File: config.mk
export PLATFORM = sky130hd
export DESIGN_NAME = frame_retransmit_slot_queue
export DESIGN_NICKNAME = d
export VERILOG_FILES = /design/src/rtl/core/frsq_pkg.sv /design/src/rtl/core/frame_retransmit_slot_queue.sv /design/src/rtl/core/frsq_slot_store.sv /design/src/rtl/core/frsq_seq.sv
export SDC_FILE = /design/constraint.sdc
export NUM_CORES = 1
export LEC_CHECK = 0
export BUFFER_PORTS_ARGS = -buffer_cell sky130_fd_sc_hd__buf_4
export CELL_PAD_IN_SITES_DETAIL_PLACEMENT = 0
export CELL_PAD_IN_SITES_GLOBAL_PLACEMENT = 2
export CORE_UTILIZATION = 41
export CTS_BUF_LIST = sky130_fd_sc_hd__clkbuf_2
export CTS_CLUSTER_SIZE = 14
export DETAILED_ROUTE_END_ITERATION = 7
export PLACE_DENSITY_LB_ADDON = 0.1
export SLEW_MARGIN = 30
export SYNTH_ARGS = -nofsm -noshare
export SYNTH_HDL_FRONTEND = slang
export SYNTH_SLANG_ARGS = --single-unit
export TNS_END_PERCENT = 1
File: constraint.sdc
create_clock -name i_clk -period 8.35 [get_ports i_clk]
set_clock_uncertainty 0.05 [all_clocks]
set_input_delay 1.2525 -clock i_clk [delete_from_list [all_inputs] [get_ports i_clk]]
set_output_delay 1.2525 -clock i_clk [all_outputs]
set_load 0.01 [all_outputs]
File: src/rtl/core/frsq_pkg.sv
// shared constants, types and helper functions for the frame retransmit slot queue
package frsq_pkg;

    localparam int SLOT_COUNT  = 4;
    localparam int FRAME_BYTES = 10;
    localparam int FULL_BYTES  = 3;

    localparam int SLOT_W     = (SLOT_COUNT > 1) ? $clog2(SLOT_COUNT) : 1;
    localparam int LEN_W      = 4;
    localparam int LOW_W      = 64;
    localparam int HIGH_W     = 16;
    localparam int TMO_W      = 16;
    localparam int RETRY_W    = 8;
    localparam int OP_W       = 3;
    localparam int CFG_IDX_W  = 8;
    localparam int CFG_DATA_W = 16;
    localparam int SEND_SLOT_W = 2;

    localparam logic [OP_W-1:0] OP_TICK = 3'd0;
    localparam logic [OP_W-1:0] OP_LOAD = 3'd1;
    localparam logic [OP_W-1:0] OP_ACK  = 3'd2;
    localparam logic [OP_W-1:0] OP_DONE = 3'd3;
    localparam logic [OP_W-1:0] OP_POLL = 3'd4;

    localparam logic [CFG_IDX_W-1:0] CFG_TIMEOUT_LIMIT = 8'd0;
    localparam logic [CFG_IDX_W-1:0] CFG_RETRY_LIMIT   = 8'd1;

    localparam logic [TMO_W-1:0]   TIMEOUT_RESET = 16'd100;
    localparam logic [RETRY_W-1:0] RETRY_RESET   = 8'd3;
    localparam logic [RETRY_W-1:0] RETRY_MAX     = '1;
    localparam logic [LEN_W-1:0]   LEN_MAX       = LEN_W'(FRAME_BYTES);

    typedef logic [SLOT_W-1:0] t_slot_idx;

    localparam t_slot_idx SLOT_LAST = SLOT_W'(SLOT_COUNT - 1);

    typedef struct packed {
        logic              we;
        logic              clr;
        t_slot_idx         idx;
        logic [LOW_W-1:0]  low;
        logic [HIGH_W-1:0] high;
        logic [LEN_W-1:0]  len;
    } t_store_cmd;

    typedef struct packed {
        logic [LOW_W-1:0]  low;
        logic [HIGH_W-1:0] high;
        logic [LEN_W-1:0]  len;
        logic              full;
    } t_slot_rd;

    typedef struct packed {
        logic                   send_valid;
        logic [SEND_SLOT_W-1:0] send_slot;
        logic [LOW_W-1:0]       send_frame_low;
        logic [HIGH_W-1:0]      send_frame_high;
        logic [LEN_W-1:0]       send_length;
        logic                   load_accepted;
        logic                   dropped;
        logic                   transmitter_idle;
    } t_result;

    // byte enables for bytes 0 to 7
    function automatic logic [LOW_W-1:0] low_mask(input logic [LEN_W-1:0] len);
        logic [LOW_W-1:0] m;
        m = '0;
        for (int b = 0; b < LOW_W / 8; b++) begin
            m[b*8 +: 8] = {8{int'(len) > b}};
        end
        return m;
    endfunction

    // byte enables for bytes 8 and 9
    function automatic logic [HIGH_W-1:0] high_mask(input logic [LEN_W-1:0] len);
        logic [HIGH_W-1:0] m;
        m = '0;
        for (int b = 0; b < HIGH_W / 8; b++) begin
            m[b*8 +: 8] = {8{int'(len) > (b + LOW_W / 8)}};
        end
        return m;
    endfunction

    function automatic logic slot_full(input logic [LOW_W-1:0] low);
        return |low[FULL_BYTES*8-1:0];
    endfunction

    function automatic t_slot_idx next_slot(input t_slot_idx idx);
        return (idx == SLOT_LAST) ? '0 : idx + 1'b1;
    endfunction

endpackage

File: src/rtl/core/frame_retransmit_slot_queue.sv
// top level: config registers, event channel, slot store, sequencer and result register
//
// Event beats (op plus frame fields) arrive on i_valid / o_stall and are taken
// when i_valid is high and o_stall low. Each beat gives exactly one result beat
// on o_valid / i_stall, taken when o_valid is high and i_stall low.
// Tick, ack, transmit-done, unknown ops and polls that do not act go from idle
// through the done state into the output register. Loads and acting polls scan
// the slot ring one slot per cycle through the single store read port.
// One beat is in flight at a time; o_stall is high while the sequencer works
// and while a finished result still waits in the output register, so a stalled
// receiver holds the result unchanged and back-pressures the sender. With an
// open receiver the next beat is taken at the edge that takes the result.
// Limits are written on i_cfg_valid / o_cfg_ready (always ready) with index 0
// for the timeout limit and 1 for the retry limit; other indexes are ignored.
// Reset (synchronous, active low) empties all slots, clears the counters and
// ack flag, marks the transmitter idle and loads limits 100 and 3.
module frame_retransmit_slot_queue
    import frsq_pkg::*;
(
    input  logic                   i_clk,
    input  logic                   i_rst_n,
    input  logic                   i_valid,
    output logic                   o_stall,
    input  logic [OP_W-1:0]        i_op,
    input  logic [LOW_W-1:0]       i_frame_low,
    input  logic [HIGH_W-1:0]      i_frame_high,
    input  logic [LEN_W-1:0]       i_frame_length,
    output logic                   o_valid,
    input  logic                   i_stall,
    output logic                   o_send_valid,
    output logic [SEND_SLOT_W-1:0] o_send_slot,
    output logic [LOW_W-1:0]       o_send_frame_low,
    output logic [HIGH_W-1:0]      o_send_frame_high,
    output logic [LEN_W-1:0]       o_send_length,
    output logic                   o_load_accepted,
    output logic                   o_dropped,
    output logic                   o_transmitter_idle,
    input  logic                   i_cfg_valid,
    output logic                   o_cfg_ready,
    input  logic [CFG_IDX_W-1:0]   i_cfg_index,
    input  logic [CFG_DATA_W-1:0]  i_cfg_data
);

    logic [TMO_W-1:0]   r_timeout_limit;
    logic [RETRY_W-1:0] r_retry_limit;
    logic               r_out_valid;
    t_result            r_out;

    logic       w_start;
    logic       w_seq_idle;
    logic       w_seq_done;
    t_result    w_result;
    t_store_cmd w_cmd;
    t_slot_rd   w_rd;
    t_slot_idx  w_rd_idx;

    assign o_cfg_ready = 1'b1;

    always_ff @(posedge i_clk) begin
        if (!i_rst_n) begin
            r_timeout_limit <= TIMEOUT_RESET;
            r_retry_limit   <= RETRY_RESET;
        end else if (i_cfg_valid) begin
            if (i_cfg_index == CFG_TIMEOUT_LIMIT) begin
                r_timeout_limit <= i_cfg_data[TMO_W-1:0];
            end else if (i_cfg_index == CFG_RETRY_LIMIT) begin
                r_retry_limit <= i_cfg_data[RETRY_W-1:0];
            end
        end
    end

    // take a new beat only when the result slot is free or emptying this cycle
    assign o_stall = !(w_seq_idle && (!r_out_valid || !i_stall));
    assign w_start = i_valid && !o_stall;

    frsq_slot_store u_store (
        .i_clk    (i_clk),
        .i_rst_n  (i_rst_n),
        .i_cmd    (w_cmd),
        .i_rd_idx (w_rd_idx),
        .o_rd     (w_rd)
    );

    frsq_seq u_seq (
        .i_clk           (i_clk),
        .i_rst_n         (i_rst_n),
        .i_start         (w_start),
        .i_op            (i_op),
        .i_frame_low     (i_frame_low),
        .i_frame_high    (i_frame_high),
        .i_frame_length  (i_frame_length),
        .i_timeout_limit (r_timeout_limit),
        .i_retry_limit   (r_retry_limit),
        .i_rd            (w_rd),
        .o_rd_idx        (w_rd_idx),
        .o_cmd           (w_cmd),
        .o_idle          (w_seq_idle),
        .o_done          (w_seq_done),
        .o_result        (w_result)
    );

    always_ff @(posedge i_clk) begin
        if (!i_rst_n) begin
            r_out_valid <= 1'b0;
        end else if (w_seq_done) begin
            r_out_valid <= 1'b1;
        end else if (!i_stall) begin
            r_out_valid <= 1'b0;
        end
    end

    always_ff @(posedge i_clk) begin
        if (w_seq_done) begin
            r_out <= w_result;
        end
    end

    assign o_valid            = r_out_valid;
    assign o_send_valid       = r_out.send_valid;
    assign o_send_slot        = r_out.send_slot;
    assign o_send_frame_low   = r_out.send_frame_low;
    assign o_send_frame_high  = r_out.send_frame_high;
    assign o_send_length      = r_out.send_length;
    assign o_load_accepted    = r_out.load_accepted;
    assign o_dropped          = r_out.dropped;
    assign o_transmitter_idle = r_out.transmitter_idle;

endmodule

File: src/rtl/core/frsq_slot_store.sv
// slot storage: frame bytes and length per slot, masked write, clear and one read port
module frsq_slot_store
    import frsq_pkg::*;
(
    input  logic       i_clk,
    input  logic       i_rst_n,
    input  t_store_cmd i_cmd,
    input  t_slot_idx  i_rd_idx,
    output t_slot_rd   o_rd
);

    logic [LOW_W-1:0]  r_low  [SLOT_COUNT];
    logic [HIGH_W-1:0] r_high [SLOT_COUNT];
    logic [LEN_W-1:0]  r_len  [SLOT_COUNT];

    logic [LOW_W-1:0]  w_lm;
    logic [HIGH_W-1:0] w_hm;

    assign w_lm = low_mask(i_cmd.len);
    assign w_hm = high_mask(i_cmd.len);

    always_ff @(posedge i_clk) begin
        if (!i_rst_n) begin
            for (int s = 0; s < SLOT_COUNT; s++) begin
                r_low[s]  <= '0;
                r_high[s] <= '0;
                r_len[s]  <= '0;
            end
        end else if (i_cmd.we) begin
            // partial load keeps the bytes beyond the length
            r_low[i_cmd.idx]  <= (r_low[i_cmd.idx] & ~w_lm) | (i_cmd.low & w_lm);
            r_high[i_cmd.idx] <= (r_high[i_cmd.idx] & ~w_hm) | (i_cmd.high & w_hm);
            r_len[i_cmd.idx]  <= i_cmd.len;
        end else if (i_cmd.clr) begin
            r_low[i_cmd.idx]  <= '0;
            r_high[i_cmd.idx] <= '0;
        end
    end

    assign o_rd.low  = r_low[i_rd_idx];
    assign o_rd.high = r_high[i_rd_idx];
    assign o_rd.len  = r_len[i_rd_idx];
    assign o_rd.full = slot_full(r_low[i_rd_idx]);

endmodule

File: src/rtl/core/frsq_seq.sv
// sequencer: link state, one-slot-per-cycle scan for loads and polls, result assembly
module frsq_seq
    import frsq_pkg::*;
(
    input  logic                    i_clk,
    input  logic                    i_rst_n,
    input  logic                    i_start,
    input  logic [OP_W-1:0]         i_op,
    input  logic [LOW_W-1:0]        i_frame_low,
    input  logic [HIGH_W-1:0]       i_frame_high,
    input  logic [LEN_W-1:0]        i_frame_length,
    input  logic [TMO_W-1:0]        i_timeout_limit,
    input  logic [RETRY_W-1:0]      i_retry_limit,
    input  t_slot_rd                i_rd,
    output t_slot_idx               o_rd_idx,
    output t_store_cmd              o_cmd,
    output logic                    o_idle,
    output logic                    o_done,
    output t_result                 o_result
);

    localparam logic [1:0] ST_IDLE = 2'd0;
    localparam logic [1:0] ST_SCAN = 2'd1;
    localparam logic [1:0] ST_DONE = 2'd2;

    logic [1:0]         r_state, n_state;
    logic               r_is_load, n_is_load;
    t_slot_idx          r_idx, n_idx;
    t_slot_idx          r_cnt, n_cnt;
    t_slot_idx          r_cur, n_cur;
    logic [RETRY_W-1:0] r_retry, n_retry;
    logic [TMO_W-1:0]   r_tmo, n_tmo;
    logic               r_ack, n_ack;
    logic               r_txidle, n_txidle;
    logic [LOW_W-1:0]   r_flo, n_flo;
    logic [HIGH_W-1:0]  r_fhi, n_fhi;
    logic [LEN_W-1:0]   r_flen, n_flen;
    t_result            r_res, n_res;

    logic [RETRY_W-1:0] w_retry_sat;
    logic               w_first;
    logic               w_drop;
    logic               w_last;
    logic [31:0]        w_idx_ext;

    assign w_first     = (r_cnt == '0);
    assign w_last      = (r_cnt == SLOT_LAST);
    assign w_retry_sat = (r_retry == RETRY_MAX) ? r_retry : r_retry + 1'b1;
    assign w_drop      = w_first && (w_retry_sat > i_retry_limit);
    assign w_idx_ext   = 32'(r_idx);

    assign o_rd_idx = r_idx;
    assign o_idle   = (r_state == ST_IDLE);
    assign o_done   = (r_state == ST_DONE);

    always_comb begin
        o_result                  = r_res;
        o_result.transmitter_idle = r_txidle;
    end

    always_comb begin
        o_cmd      = '0;
        o_cmd.idx  = r_idx;
        o_cmd.low  = r_flo;
        o_cmd.high = r_fhi;
        o_cmd.len  = r_flen;
        if (r_state == ST_SCAN) begin
            if (r_is_load) begin
                o_cmd.we = !i_rd.full;
            end else begin
                o_cmd.clr = i_rd.full && w_drop;
            end
        end
    end

    always_comb begin
        n_state   = r_state;
        n_is_load = r_is_load;
        n_idx     = r_idx;
        n_cnt     = r_cnt;
        n_cur     = r_cur;
        n_retry   = r_retry;
        n_tmo     = r_tmo;
        n_ack     = r_ack;
        n_txidle  = r_txidle;
        n_flo     = r_flo;
        n_fhi     = r_fhi;
        n_flen    = r_flen;
        n_res     = r_res;

        unique case (r_state)
            ST_IDLE: begin
                if (i_start) begin
                    n_res     = '0;
                    n_state   = ST_DONE;
                    n_idx     = r_cur;
                    n_cnt     = '0;
                    n_is_load = (i_op == OP_LOAD);
                    n_flo     = i_frame_low;
                    n_fhi     = i_frame_high;
                    n_flen    = (i_frame_length > LEN_MAX) ? LEN_MAX : i_frame_length;
                    unique case (i_op)
                        OP_TICK: begin
                            if (r_tmo < i_timeout_limit) begin
                                n_tmo = r_tmo + 1'b1;
                            end
                        end
                        OP_LOAD: begin
                            n_state = ST_SCAN;
                        end
                        OP_ACK: begin
                            n_ack = 1'b1;
                        end
                        OP_DONE: begin
                            n_txidle = 1'b1;
                        end
                        OP_POLL: begin
                            if (r_txidle && (r_tmo >= i_timeout_limit || r_ack)) begin
                                n_ack   = 1'b0;
                                n_tmo   = '0;
                                n_state = ST_SCAN;
                            end
                        end
                        default: begin
                        end
                    endcase
                end
            end
            ST_SCAN: begin
                n_idx = next_slot(r_idx);
                n_cnt = r_cnt + 1'b1;
                if (w_last) begin
                    n_state = ST_DONE;
                end
                if (r_is_load) begin
                    if (!i_rd.full) begin
                        n_res.load_accepted = 1'b1;
                        n_state = ST_DONE;
                    end
                end else if (i_rd.full) begin
                    if (w_first) begin
                        n_retry = w_retry_sat;
                    end
                    if (w_drop) begin
                        // current slot out of retries: clear it and keep scanning
                        n_retry       = '0;
                        n_res.dropped = 1'b1;
                    end else begin
                        n_res.send_valid      = 1'b1;
                        n_res.send_slot       = w_idx_ext[SEND_SLOT_W-1:0];
                        n_res.send_frame_low  = i_rd.low & low_mask(i_rd.len);
                        n_res.send_frame_high = i_rd.high & high_mask(i_rd.len);
                        n_res.send_length     = i_rd.len;
                        n_cur    = r_idx;
                        n_txidle = 1'b0;
                        n_state  = ST_DONE;
                    end
                end
            end
            ST_DONE: begin
                n_state = ST_IDLE;
            end
            default: begin
                n_state = ST_IDLE;
            end
        endcase
    end

    always_ff @(posedge i_clk) begin
        if (!i_rst_n) begin
            r_state   <= ST_IDLE;
            r_is_load <= 1'b0;
            r_idx     <= '0;
            r_cnt     <= '0;
            r_cur     <= '0;
            r_retry   <= '0;
            r_tmo     <= '0;
            r_ack     <= 1'b0;
            r_txidle  <= 1'b1;
        end else begin
            r_state   <= n_state;
            r_is_load <= n_is_load;
            r_idx     <= n_idx;
            r_cnt     <= n_cnt;
            r_cur     <= n_cur;
            r_retry   <= n_retry;
            r_tmo     <= n_tmo;
            r_ack     <= n_ack;
            r_txidle  <= n_txidle;
        end
    end

    always_ff @(posedge i_clk) begin
        r_flo  <= n_flo;
        r_fhi  <= n_fhi;
        r_flen <= n_flen;
        r_res  <= n_res;
    end

endmodule
# Word level (Yosys, flattened, before mapping)
# Memory sizes are Yosys's and may differ from the RTL's. A register that Yosys moved wholly into a read port is not among the register bits.
# Index checks and enable logic that the tools add are counted.
# word_totals
latchBits	0
mem_bits_rw	336
ff_bits	323
word_cells	200
rom_bits	0
mem_count	3
# memory_table
memory	words	word_bits	rd	rd_ports_with_merged_regs	write_ports	line_no	source
u_store.r_low	4	64	1	1	4	frsq_slot_store.sv:12	logic [LOW_W-1:0] r_low [SLOT_COUNT];
u_store.r_high	4	16	1	1	4	frsq_slot_store.sv:13	logic [HIGH_W-1:0] r_high [SLOT_COUNT];
u_store.r_len	4	4	1	1	4	frsq_slot_store.sv:14	logic [LEN_W-1:0] r_len [SLOT_COUNT];
# op_classes
n_eq_ne	21
n_addsub	4
n_div	0
n_mux	68
n_reduce_logical	35
shift	0
bitwise_logic	15
order_cmp	24
n_mul	0
# op_table
cell	n
$mux 87	3
$and 64x64->64	3
$pmux 89 s2	1
$mux 64	2
$mux 90	1
$mux 16	4
$not 64->64	1
$or 64x64->64	1
$reduce_or 64->1	1
$and 16x16->16	3
$mux 2	20
$gt 4x3->1 const B	8
$pmux 16 s2	1
$mux 1	26
$mux 8	3
$reduce_or 24->1	1
$gt 4x4->1 const B	5
$add 16x1->16 const B	1
$ge 16x16->1	1
$gt 4x1->1 const B	4
$gt 4x2->1 const B	4
$lt 16x16->1	1
$ne 2x1->1 const B	8
$not 16->16	1
31 further kinds	63

# Logic depth before layout (Yosys ltp)
# logic_depth
ltp_word	14
depth_mapped	16
mapped_depth_nobuf	14

# Hierarchy
# From an unflattened synthesis, not the netlist that was laid out.
# hier_totals
hier_cells	1953
area_unflattened_um2	29463.3
# modules_own_cells
mod	n_inst	area_per_inst_um2	cells_each	seq_area_each_um2
frsq_slot_store	1	17199.0	1125	10089.7
frsq_seq	1	8490.6	626	5895.7
frame_retransmit_slot_queue	1	3773.6	202	3203.1

# Worst setup path before layout
# OpenSTA, ideal clock, no wires.
# synth_path
path_type	register to register
from	register u_seq.r_retry[0]
to	memory u_store.r_high[3][0] (enable)
setup_ns	0.629
period_less_slack_ns	9.250
required_ns	7.671
n_path_buf	0
path_stages_with_launch	14
path_slack_ns	-0.900
arrival_ns	8.571
cell_sequence	dfxtp_1 -> ha_1 -> and3_1 -> and3_1 -> nand3_1 -> and2_1 -> xor2_1 -> ha_1 -> a21oi_1 -> o21ai_0 -> inv_1 -> a221oi_1 -> a21boi_1 -> o21ai_0
# synth_rtl
item	line_no	source
start, declared	frsq_seq.sv:31	logic [RETRY_W-1:0] r_retry, n_retry;
start signal, assigned	frsq_seq.sv:186	r_retry <= n_retry;
end, declared	frsq_slot_store.sv:13	

==> results.md <==
- The total wirelength of the detailed-routed design is 64600 um.
- The post-synthesis register bit count is 661.
- The highest routed metal layer is met5.
- The met2 layer wire length in the routed design is ~32000 um.
- TritonCTS built the clock tree.
- For the pin with the worst max-slew slack, the measured transition is roughly 0.9 ns.
- The number of distinct library cells after synthesis is 52.
- Counting the fill cells in the layout gives 5728.
- The mean instance size in the synthesized netlist is between 15 and 20 um^2.
- In this run the tool buffered the top-level ports with 207 buffer cells.
- Yosys printed 0 warnings.
- Clock-pin slew was measured on the worst setup and hold paths at ~0.10 ns.
- Power spread over the standard cell area amounts to 202 nW/um^2.
- The top flip-flop cell by instance count after synthesis is sky130_fd_sc_hd__edfxtp_1.
- After synthesis, the cell types taking the most area are sky130_fd_sc_hd__edfxtp_1 67%, sky130_fd_sc_hd__mux4_2 7.0%, sky130_fd_sc_hd__dfxtp_1 4.6%.
- The largest individual stage delay along the critical path comes from the cell sky130_fd_sc_hd__nand2_4.
- The worst setup path is launched from a register.
- Entering global routing, the biggest net connects 71 pins.
- In this run the worst setup path begins at u_seq.r_retry[0].
- The worst setup slack before clock tree synthesis is between 2 and 3 ns.
- The number of DRC violations after detailed routing is 0.
- The maximum fanout encountered on the critical timing path is 43.
- Of the cells placed in the final design, the portion with a size suffix greater than 1 is between 20 and 30%.
- The net switching power of the design is roughly 1.6 mW.
- The number of rows created at floorplan is 93.
- The final route contains around 16000 vias.
- The synthesized instance count is 1786.
- Summed over all cells, the static leakage comes to 12.2 nW.
- The share of total power in combinational logic is roughly 6%.
- The share of total power dissipated in the clock network is roughly a third.
- The worst setup path is captured at a register.
- The floorplan step set the die width to between 200 and 300 um.
- Net switching is between 20% and 30% of the power.
- The final max-slew violation count was 0.
- The total global-route track usage is 19.9%.
- The data arrival at the endpoint of the critical path is about 6.5 ns.
- The reported max-cap violation count is 0.
- After layout, the worst path uses between 60% and 70% of the clock period.
- The height of the die is approximately 260 um.
- Based on the critical path, the design can be clocked at up to ~0.18 GHz.
- The remaining number of nets flagged by the antenna check after routing is 0.
- Summed over all nets, wire length on met3 after detailed routing comes to around 3500 um.
- The total non-filler cell area in the finished layout is between 30000 and 40000 um^2.
- The number of global-route vias before repair is between 15000 and 20000.
- The final-layout worst hold slack is approximately 0.21 ns.
- Total power for the finished layout comes to between 6 and 7 mW.
- The setup-violating endpoint count in the final report is 0.
- The initial core utilization is a little over two fifths.
- In this run the tightest slew margin relative to its limit is around two fifths.
- At the worst endpoint, the required time is 9.25 ns.
- The final net count is ~2400.
- The H-tree was split into 4 levels.
- Of the synthesized area, sequential elements account for between 70 and 80%.
- The setup path with the least slack is of type reg -> reg.
- The die area is 66600 um^2.
- The run finished with clean final reports.
- The worst setup slack after layout is approximately 2.8 ns.
- The largest single stage delay on the critical path is slightly below 0.7 ns.
- The startpoint of the worst register-to-register path is u_seq.r_retry[0].
- Cells fill between 40 and 50% of the core in the end.
- The post-synthesis instance area is 26900 um^2.
- Setup repair after global routing left no endpoint under its margin.
- The worst hold path startpoint is i_frame_length[2].
- Counting every net in the synthesized netlist gives ~1900.
- The fraction of power consumed by sequential logic is between 50% and 60%.
- The routed metal-1 wire length is approximately 28000 um.
- The first global-routing pass estimated ~99000 um of wire.
- The commonest non-fill, non-tap cell in the layout is sky130_fd_sc_hd__edfxtp_1.
- The I/O pin count is around 210.
- In the layout the commonest cells are 599 x sky130_fd_sc_hd__edfxtp_1, 294 x sky130_fd_sc_hd__nor2_1, 263 x sky130_fd_sc_hd__clkbuf_2.
- The area share of the leading cell type in the synthesized netlist is 67.0%.
- The first-iteration detailed-routing DRC count is 1084.
- The placed wire-length estimate is 38400 um.
- The minimum clock period after layout is between 5 and 6 ns.
- The global route total overflow is 0.
- The number of cells upsized or downsized after cts is 0.
- Yosys mapped a number of flops with a built-in enable equal to 599.
- The critical path's top delay family is simple AND/OR/NAND/NOR gates.
- The initial antenna violation count came to 4.
- The vias per cell is about 5.0.
- Walking the worst path, the cells encountered are ha_1, and3_1, and3_1, nand3_1, and2_1, xor2_1, ha_1, a21oi_1, o21ai_0, inv_1, a221oi_1, buf_4, a21boi_1, or3_4, nand2_4, buf_4.
- The internal power component is around 4.9 mW.
- The buffering stage count on the worst path with inverters included is 3.
- Counting along the longest clock path gives a buffer depth of 3.
- The final estimated routing congestion in global placement is between 0.7 and 0.8.
- The cell area reported after detailed placement is 29500 um^2.
- The area growth from synthesis to layout is 19.4%.
- The CTS buffer count is about 170.
- The first TritonRoute pass finished after 5 iterations.
- The worst min-delay path class is in -> reg.
- The clock latency reported for the late side of the worst-skew pair is roughly 1.4 ns.
- The wire length per cell after detailed routing is a little over 20 um.
- The final number of hold-violating endpoints is 0.
- The cell type contributing the most total cell area after synthesis is sky130_fd_sc_hd__edfxtp_1.
- VDD sags by at most 97.6 uV.
- The clock sink total is 661.
- The share of async-settable or async-resettable flops after synthesis is 0%.
- The core area is 64600 um^2.
- The buffer cell driving the clock tree root is sky130_fd_sc_hd__clkbuf_2.
==> final timing paths <==
| check | endpoint | slack [ns] | cells past startpoint |
|---|---|---|---|
| setup / recovery | u_store.r_low[1][62] | 2.76 | 16 |
| hold / removal | u_seq.r_flen[2] | 0.21 | 2 |
| setup reg to reg | u_store.r_low[1][62] | 2.76 | 16 |
| hold reg to reg | o_send_frame_high[10] | 0.36 | 0 |
==> Yosys cell counts (7+ instances only) <==
| master | instances |
|---|---|
| sky130_fd_sc_hd__a21oi_1 | 29 |
| sky130_fd_sc_hd__and2_1 | 52 |
| sky130_fd_sc_hd__and3_1 | 23 |
| sky130_fd_sc_hd__buf_1 | 8 |
| sky130_fd_sc_hd__buf_2 | 32 |
| sky130_fd_sc_hd__clkbuf_1 | 37 |
| sky130_fd_sc_hd__dfxtp_1 | 62 |
| sky130_fd_sc_hd__edfxtp_1 | 599 |
| sky130_fd_sc_hd__ha_1 | 29 |
| sky130_fd_sc_hd__inv_1 | 111 |
| sky130_fd_sc_hd__mux2_2 | 75 |
| sky130_fd_sc_hd__mux2i_1 | 32 |
| sky130_fd_sc_hd__mux4_2 | 84 |
| sky130_fd_sc_hd__nand2_1 | 111 |
| sky130_fd_sc_hd__nand2b_1 | 8 |
| sky130_fd_sc_hd__nand3_1 | 24 |
| sky130_fd_sc_hd__nand4_1 | 8 |
| sky130_fd_sc_hd__nor2_1 | 298 |
| sky130_fd_sc_hd__nor2b_1 | 24 |
| sky130_fd_sc_hd__nor3_1 | 28 |
| sky130_fd_sc_hd__o21ai_0 | 22 |
| sky130_fd_sc_hd__o31ai_1 | 7 |
| sky130_fd_sc_hd__xor2_1 | 10 |
==> what timing repair did <==
action	CTS	global route
hold buffers	103	0
endpoints found under the hold margin	108	0
buffers inserted	0	0
==> area by class of cell <==
cell class	instances	area (um^2)	share of cell area, %
clock buffers	263	1320	4.10
clock inverters	37	268	0.835
inverters	112	423	1.32
multi-input cells	931	6930	21.6
well taps	855	1070	3.33
repair buffers	334	2830	8.83
flip-flops and latches	661	19200	60.0
diodes	3	7.51	0.0234
==> cell families (layout without fill, tap and decap cells) <==
kind of cell / after synthesis / in the layout / synth area share (%)
adders and majority gates: 29 / 29 / 1.35
other: 1 / 4 / 0.0140
AOI/OAI and AO/OA: 89 / 89 / 2.06
xor gates and xnor gates: 12 / 12 / 0.391
DFF: 661 / 661 / 71.6
muxes: 191 / 191 / 11.4
buffers and inverters: 194 / 746 / 2.99
and+or+nand+nor: 609 / 609 / 10.2
==> worst reg2reg max path: stages (launching register included) <==
cell and delay, ns:
sky130_fd_sc_hd__dfxtp_1 0.42, sky130_fd_sc_hd__ha_1 0.22, sky130_fd_sc_hd__and3_1 0.19, sky130_fd_sc_hd__and3_1 0.23, sky130_fd_sc_hd__nand3_1 0.28, sky130_fd_sc_hd__and2_1 0.27
sky130_fd_sc_hd__xor2_1 0.15, sky130_fd_sc_hd__ha_1 0.29, sky130_fd_sc_hd__a21oi_1 0.06, sky130_fd_sc_hd__o21ai_0 0.21, sky130_fd_sc_hd__inv_1 0.09, sky130_fd_sc_hd__a221oi_1 0.32
sky130_fd_sc_hd__buf_4 0.23, sky130_fd_sc_hd__a21boi_1 0.18, sky130_fd_sc_hd__or3_4 0.67, sky130_fd_sc_hd__nand2_4 0.69, sky130_fd_sc_hd__buf_4 0.67
==> per-layer routing <==
metal	up-vias	track usage [%]
met2	470	32.8
met4	2	6.94
li1	7474	-
met1	7972	25.5
met3	97	5.04
met5	-	0
==> power by group through the flow <==
stage / logic, mW / registers, mW / clock network [mW]
3_3_place_gp: 0.345 / 3.89 / 0
4_1_cts: 0.389 / 3.82 / 2.38
2_1_floorplan: 0.169 / 3.89 / 0
6_report: 0.380 / 3.81 / 2.28
5_1_grt: 0.411 / 3.83 / 2.53
3_5_place_dp: 0.349 / 3.89 / 0
==> registers in the layout, indices dropped and copies added, names as in the netlist, 64 cells and up, named ones only <==
register and cells:
o_send_frame_low 64, u_seq.r_flo 64, u_seq.o_result 89, u_store.r_low 256
u_store.r_high 64
==> per-stage QoR <==
stage	cells	TNS [ns]
floorplan	1786	-12.92
global placement	2787	0
detailed placement	2790	0
CTS	3193	0
finish	3196	0
global route	3196	0
Note: power is estimated with default switching activity, not from simulation.
